===== config.mk =====
export PLATFORM = sky130hd
export DESIGN_NAME = bblt_ctrl
export DESIGN_NICKNAME = d
export VERILOG_FILES = /design/src/hw/rtl/bblt_pkg.sv /design/src/hw/rtl/bblt_ctrl.sv
export SDC_FILE = /design/constraint.sdc
export NUM_CORES = 1
export LEC_CHECK = 0
export BUFFER_PORTS_ARGS = -buffer_cell sky130_fd_sc_hd__buf_2
export CORE_MARGIN = 3
export CORE_UTILIZATION = 44
export CTS_CLUSTER_DIAMETER = 50
export DETAILED_ROUTE_END_ITERATION = 7
export PLACE_DENSITY = 0.77
export SYNTH_ARGS = -nofsm -noshare
export SYNTH_HDL_FRONTEND = slang
export SYNTH_SLANG_ARGS = --single-unit

===== constraint.sdc =====
create_clock -name clk -period 1.9 [get_ports clk]
set_clock_uncertainty 0.2 [all_clocks]
set_input_delay 0.19 -clock clk [delete_from_list [all_inputs] [get_ports clk]]
set_output_delay 0.19 -clock clk [all_outputs]
set_load 0.03 [all_outputs]

===== src/hw/rtl/bblt_pkg.sv =====
// ----------------------------------------------------------------------------
// bblt_pkg
// Types, constants and codes of the byte budget lru table.
// ----------------------------------------------------------------------------
`default_nettype none
package bblt_pkg;
  localparam int Entries = 32;
  localparam int SlotW = $clog2(Entries);
  localparam int CntW = $clog2(Entries + 1);

  typedef enum logic [2:0] {
    OP_INSERT = 3'd0,
    OP_LOOKUP = 3'd1,
    OP_PROBE  = 3'd2,
    OP_REMOVE = 3'd3,
    OP_CLEAR  = 3'd4
  } opcode_t;

  typedef enum logic [1:0] {
    ST_OK   = 2'd0,
    ST_MISS = 2'd1,
    ST_REJ  = 2'd2,
    ST_FULL = 2'd3
  } status_t;

  typedef struct packed {
    logic [2:0]  opcode;
    logic [63:0] key;
    logic [23:0] item_bytes;
    logic [31:0] entry_tag;
  } in_item_t;

  typedef struct packed {
    logic [1:0]  status;
    logic        is_eviction;
    logic [63:0] result_key;
    logic [23:0] result_bytes;
    logic [31:0] result_tag;
    logic [5:0]  entry_count;
    logic [39:0] total_bytes;
    logic        last;
  } out_item_t;

  typedef enum logic [3:0] {
    S_IDLE,
    S_SEARCH,
    S_DECIDE,
    S_EVSCAN,
    S_EVEMIT,
    S_FREE,
    S_APPLY,
    S_EMIT
  } ctl_state_t;

  // controller to datapath
  typedef struct packed {
    logic load;       // capture input item
    logic scan_clr;   // reset scan index
    logic scan_step;  // compare current slot, advance
    logic ev_drop;    // drop oldest found slot
    logic do_insert;
    logic do_touch;
    logic do_remove;
    logic do_clear;
    logic emit;       // write result register
    logic [1:0] status;
    logic ev_result;
    logic found_result;
    logic last;
  } dp_cmd_t;

  // datapath to controller
  typedef struct packed {
    logic [2:0] opcode;
    logic key_zero;
    logic bytes_zero;
    logic limit_zero;
    logic scan_done;
    logic hit;
    logic free_found;
    logic old_found;
    logic over;
    logic out_busy;
  } dp_sts_t;
endpackage
`default_nettype wire


===== src/hw/rtl/bblt_ctrl.sv =====
// ----------------------------------------------------------------------------
// bblt_ctrl
// Sequencer: search, evict oldest-first, pick a free slot, apply, report.
// ----------------------------------------------------------------------------
`default_nettype none
module bblt_ctrl (
  input  wire logic              clk,
  input  wire logic              rst_n,
  input  wire logic              in_valid,
  output logic                   in_ready,
  input  wire bblt_pkg::dp_sts_t sts,
  output bblt_pkg::dp_cmd_t      cmd
);
  import bblt_pkg::*;

  ctl_state_t state_r, state_nxt;

  // state register
  always_ff @(posedge clk) begin
    if (!rst_n) state_r <= S_IDLE;
    else state_r <= state_nxt;
  end

  // next state and commands
  always_comb begin
    state_nxt = state_r;
    cmd = '0;
    in_ready = 1'b0;
    case (state_r)
      S_IDLE: begin
        in_ready = 1'b1;
        if (in_valid) begin
          cmd.load = 1'b1;
          cmd.scan_clr = 1'b1;
          state_nxt = S_SEARCH;
        end
      end
      S_SEARCH: begin
        cmd.scan_step = 1'b1;
        if (sts.scan_done) state_nxt = S_DECIDE;
      end
      S_DECIDE: begin
        if (!sts.out_busy) begin
          cmd.last = 1'b1;
          state_nxt = S_IDLE;
          cmd.emit = 1'b1;
          case (sts.opcode)
            OP_INSERT: begin
              if (sts.key_zero || sts.bytes_zero || sts.hit) cmd.status = ST_REJ;
              else begin
                cmd.emit = 1'b0;
                cmd.scan_clr = 1'b1;
                state_nxt = (!sts.limit_zero && sts.over) ? S_EVSCAN : S_FREE;
              end
            end
            OP_LOOKUP, OP_PROBE: begin
              if (sts.opcode == OP_LOOKUP && sts.key_zero) cmd.status = ST_REJ;
              else if (!sts.hit || sts.key_zero) cmd.status = ST_MISS;
              else begin
                cmd.status = ST_OK;
                cmd.found_result = 1'b1;
                cmd.do_touch = (sts.opcode == OP_LOOKUP);
              end
            end
            OP_REMOVE: begin
              if (sts.key_zero) cmd.status = ST_REJ;
              else if (!sts.hit) cmd.status = ST_MISS;
              else begin
                cmd.status = ST_OK;
                cmd.found_result = 1'b1;
                cmd.do_remove = 1'b1;
              end
            end
            OP_CLEAR: begin
              cmd.status = ST_OK;
              cmd.do_clear = 1'b1;
            end
            default: cmd.status = ST_REJ;
          endcase
        end
      end
      S_EVSCAN: begin
        cmd.scan_step = 1'b1;
        if (sts.scan_done) state_nxt = S_EVEMIT;
      end
      S_EVEMIT: begin
        if (!sts.out_busy) begin
          cmd.scan_clr = 1'b1;
          if (sts.old_found) begin
            cmd.ev_drop = 1'b1;
            cmd.emit = 1'b1;
            cmd.status = ST_OK;
            cmd.ev_result = 1'b1;
            state_nxt = S_APPLY;
          end else state_nxt = S_FREE;
        end
      end
      S_APPLY: begin
        // totals settle after a drop before the budget is checked again
        cmd.scan_clr = 1'b1;
        state_nxt = sts.over ? S_EVSCAN : S_FREE;
      end
      S_FREE: begin
        cmd.scan_step = 1'b1;
        if (sts.scan_done) state_nxt = S_EMIT;
      end
      S_EMIT: begin
        if (!sts.out_busy) begin
          cmd.emit = 1'b1;
          cmd.last = 1'b1;
          if (sts.free_found) begin
            cmd.status = ST_OK;
            cmd.do_insert = 1'b1;
          end else cmd.status = ST_FULL;
          state_nxt = S_IDLE;
        end
      end
      default: state_nxt = S_IDLE;
    endcase
  end
endmodule
`default_nettype wire


### Word level (Yosys, flattened, before mapping)

Cells that the tools add are included.

| word-level totals | value |
|---|---|
| register bits | 4 |
| bits in latches | 0 |
| RAM bits | 0 |
| memory bits (read-only) | 0 |
| input bits | 15 |
| output and inout port bits | 15 |
| logic and storage cells | 88 |
| memories kept | 0 |

| operators by class | value |
|---|---|
| add/subtract/negate cells | 0 |
| multipliers | 0 |
| div/mod/pow operators | 0 |
| order comparisons | 0 |
| equal/unequal tests | 18 |
| shifts and indexed selects | 0 |
| multiplexer cells | 57 |
| bitwise logic cells | 0 |
| reductions and logical operators | 12 |

Operator list:

| cell | count |
|---|---|
| $mux 4 | 9 |
| $pmux 4 s8 | 1 |
| $mux 1 | 28 |
| $mux 3 | 6 |
| $eq 4x3->1 const B | 4 |
| $mux 2 | 7 |
| $ne 2x2->1 const B | 7 |
| $pmux 3 s3 | 1 |
| $eq 4x2->1 const B | 2 |
| $pmux 2 s4 | 1 |
| $reduce_and 7->1 | 1 |
| $eq 3x2->1 const B | 2 |
| $mux 6 | 1 |
| $eq 4x1->1 const B | 1 |
| $logic_not 4->1 | 1 |
| $pmux 1 s2 | 2 |
| $pmux 1 s4 | 1 |
| $eq 3x1->1 const B | 1 |
| $eq 3x3->1 const B | 1 |
| $logic_not 3->1 | 1 |
| $logic_or 1x1->1 | 3 |
| $reduce_or 3->1 | 1 |
| $logic_and 1x1->1 | 2 |
| $logic_not 1->1 | 2 |
| $reduce_or 2->1 | 1 |

### Depth between registers and ports, before layout

| depth | value |
|---|---|
| depth in word-level cells | 7 |
| gate-level depth with buffers | 6 |
| depth with buffers taken out | 4 |

### Worst setup path before layout

OpenSTA, ideal clock, no wires.

| timing path | value |
|---|---|
| kind | register -> output |
| start point | reg state_r[0] |
| end point | out cmd[7] (netlist bit) |
| arrival | 1.645 ns |
| data required time | 1.510 ns |
| setup slack | -0.135 ns |
| stages on the path, launching flop included | 7 |
| buffers on the path | 2 |
| path through | dfxtp_1 > buf_6 > or2_1 > buf_2 > nor2_4 > nand3_1 > nor3_1 |

RTL lines:

| element | RTL line | source |
|---|---|---|
| start: declaration | bblt_ctrl.sv:16 | `ctl_state_t state_r, state_nxt;` |
| start signal: assignment | bblt_ctrl.sv:21 | `else state_r <= state_nxt;` |
| end: declaration | bblt_ctrl.sv:12 | `output bblt_pkg::dp_cmd_t cmd` |

==> flow_summary.yaml <==
run_status:
  status: "finished, final reports clean"
critical_path:
  rrSetupSlack_ns: 0.31
  critPathLaunchType: "register"
  r2r-end: "state_r[0]$_SDFFE_PN0P_"
  cp.arrival_ns: 1.47
  crit_path_end: "cmd[8]"
  required_ns: 1.51
  ff2ff_path_depth: 5
  worstPathMaxFanout: 9
  worstSetupStartpoint: "state_r[2]$_SDFFE_PN0P_"
  crit_path_end_kind: "primary output"
  critPathKind: "reg2out"
  worstReg2RegStart: "state_r[0]$_SDFFE_PN0P_"
floorplan:
  ioPinCount: 30
  coreArea_um2: 1200
  rows: 12
  die_y_um: 43.3
  dieArea_um2: 1880
  start_util: 0.510
  die_x_um: 43.3
routing:
  via_count: 789
  drc: 0
  ant_nets: 0
  drt_iter0_markers: 30
  avgViaCountPerCell: 5.76
  first_pass_iters: 4
  routed_wl_mm: 1.90
  wl_per_cell_um: 13.8
clocking:
  clock_sinks: 3
  cts_root_buf: "clkbuf_4"
  cts-buffers-inserted: 3
  post-cts-setup-buffer-count: 0
  cts_tree: "yes"
  htreeDepth: 1
  clkTransAtPathRegs_ns: 0.04
  cts_hold_buf: 0
  clockBufferDepth: 2
  clk_latency_ns: 0.24
  post_cts_resized: 5
cells_and_area:
  postLayoutCoreUtil: 0.715
  top_register: "state_r"
  fin_area_um2: 858
  nNetsFinal: 139
  area_growth_pct: 40.0
  largest_reg_flops: 3
  mostFrequentLayoutCells: "buf_2 (24), nor2_1 (11), buf_4 (11)"
  final_common_cell: "buf_2"
  reg.largest.list: "state_r x3"
  layout.cells.non_filler: 137
  antenna_cells: 0
  drive_above_1_share: 0.455
timing:
  slew_headroom: 0.801
  setup_violations: 0
  worstMarginPinSlew_ns: 0.295
  hold_violations: 0
  slew_violations: 0
  fin_crit_ns: 1.86
  timing.fmax_mhz: 537
  finalCritPeriodShare: 0.980
global_route:
  grtUsageTotal: 0.197
  antenna_found_initial: 0
  overflow: 0
  grt_pass1_vias: 710
  grt_pass1_wl_mm: 2.98
  grt_max_degree: 13
synth:
  synth_warnings: 0
  seq_area_frac_synth: 0.0980
  syn_area_per_cell_um2: 6.74
  ys_ff_latch: 3
  yosysUniqueCellTypes: 40
  netlist_instances: 91
  synth_ff_type: "dfxtp_1"
  synth_edf_count: 0
  synth_fp_nets: 106
  async_flop_share: 0
  synth_area_um2: 613
placement:
  dp.cells: 133
  portBuffers: 29
  hpwlAfterDp_mm: 1.38
  place.gp.congestion: 0.822
  place_area_um2: 781
power_and_ir_drop:
  ir_drop_uv: 635
  power_density_nw_per_um2: 940
  p_leak_uw: 0.000382
worst_hold_path:
  hp-class: "in2reg"
flow_run:
  cap_viol_max_count: 0
[cell families after synthesis]
group                  Yosys count  share of synthesized area
XOR/XNOR                         2                     0.0408
buffers and inverters           16                      0.141
AND/OR/NAND/NOR                 40                      0.371
AO/OA/AOI/OAI                   30                      0.349
flip-flops                       3                     0.0980
[per-layer routing]
layer  wire, um  global-route usage  up-vias
li1           -                   -      390
met1        822               0.266      363
met2        944               0.322       36
met3        129              0.0415        0
met4          0              0.0422        0
met5          0                   0        -
[critical path, cell delays in order (launching register included)]
cell and delay, ns:
dfxtp_4 0.37, or2_4 0.28, nor2_4 0.15, nand3_4 0.11, nor3_2 0.14, buf_4 0.19
[area by class of cell]
cell class	count	area, um^2
clock buffers	4	26.3
fillers	97	343
inverters	8	30.0
multi-input cells	72	507
flip-flops and latches	3	67.6
well taps	14	17.5
repair buffers	36	210
[worst min path at each step]
stage / startpoint / endpoint / slack [ns] / cells after the start
6_report: rst_n / state_r[0]$_SDFFE_PN0P_ / 0.04 / 2
5_1_grt: rst_n / state_r[0]$_SDFFE_PN0P_ / 0.05 / 2
4_1_cts: rst_n / state_r[0]$_SDFFE_PN0P_ / 0.03 / 2
3_5_place_dp: rst_n / state_r[0]$_SDFFE_PN0P_ / 0.29 / 2
3_3_place_gp: rst_n / state_r[0]$_SDFFE_PN0P_ / 0.29 / 2
2_1_floorplan: rst_n / state_r[0]$_SDFFE_PN0P_ / 0.14 / 1
[Yosys cell counts, types with 3 or more instances]
cell type / n / area (um^2)
o22ai_1: 3 / 18.8
buf_2: 3 / 15.0
dfxtp_1: 3 / 60.1
nor2_1: 12 / 45.0
nand3_1: 4 / 20.0
o221ai_1: 3 / 26.3
nand2_1: 4 / 15.0
nor3_1: 4 / 20.0
a21oi_1: 9 / 45.0
inv_1: 7 / 26.3
nand2b_1: 5 / 31.3
[stage by stage]
stage	TNS (ns)	power, uW	hold slack (ns)	worst slack (ns)
CTS	0	789	0.0325	0.0273
floorplan	-0.269	523	0.142	-0.135
detailed placement	0	656	0.290	0.173
global route	-0.0609	873	0.0482	-0.0544
global placement	0	653	0.294	0.191
finish	0	806	0.0418	0.0372
[power breakdown]
group	switching, uW	leakage (uW)	internal [uW]
registers	35.3	0.0000259	85.2
clock network	36.6	0.0000150	78.9
logic	343	0.000341	227
(Power assumes the default switching activity.)
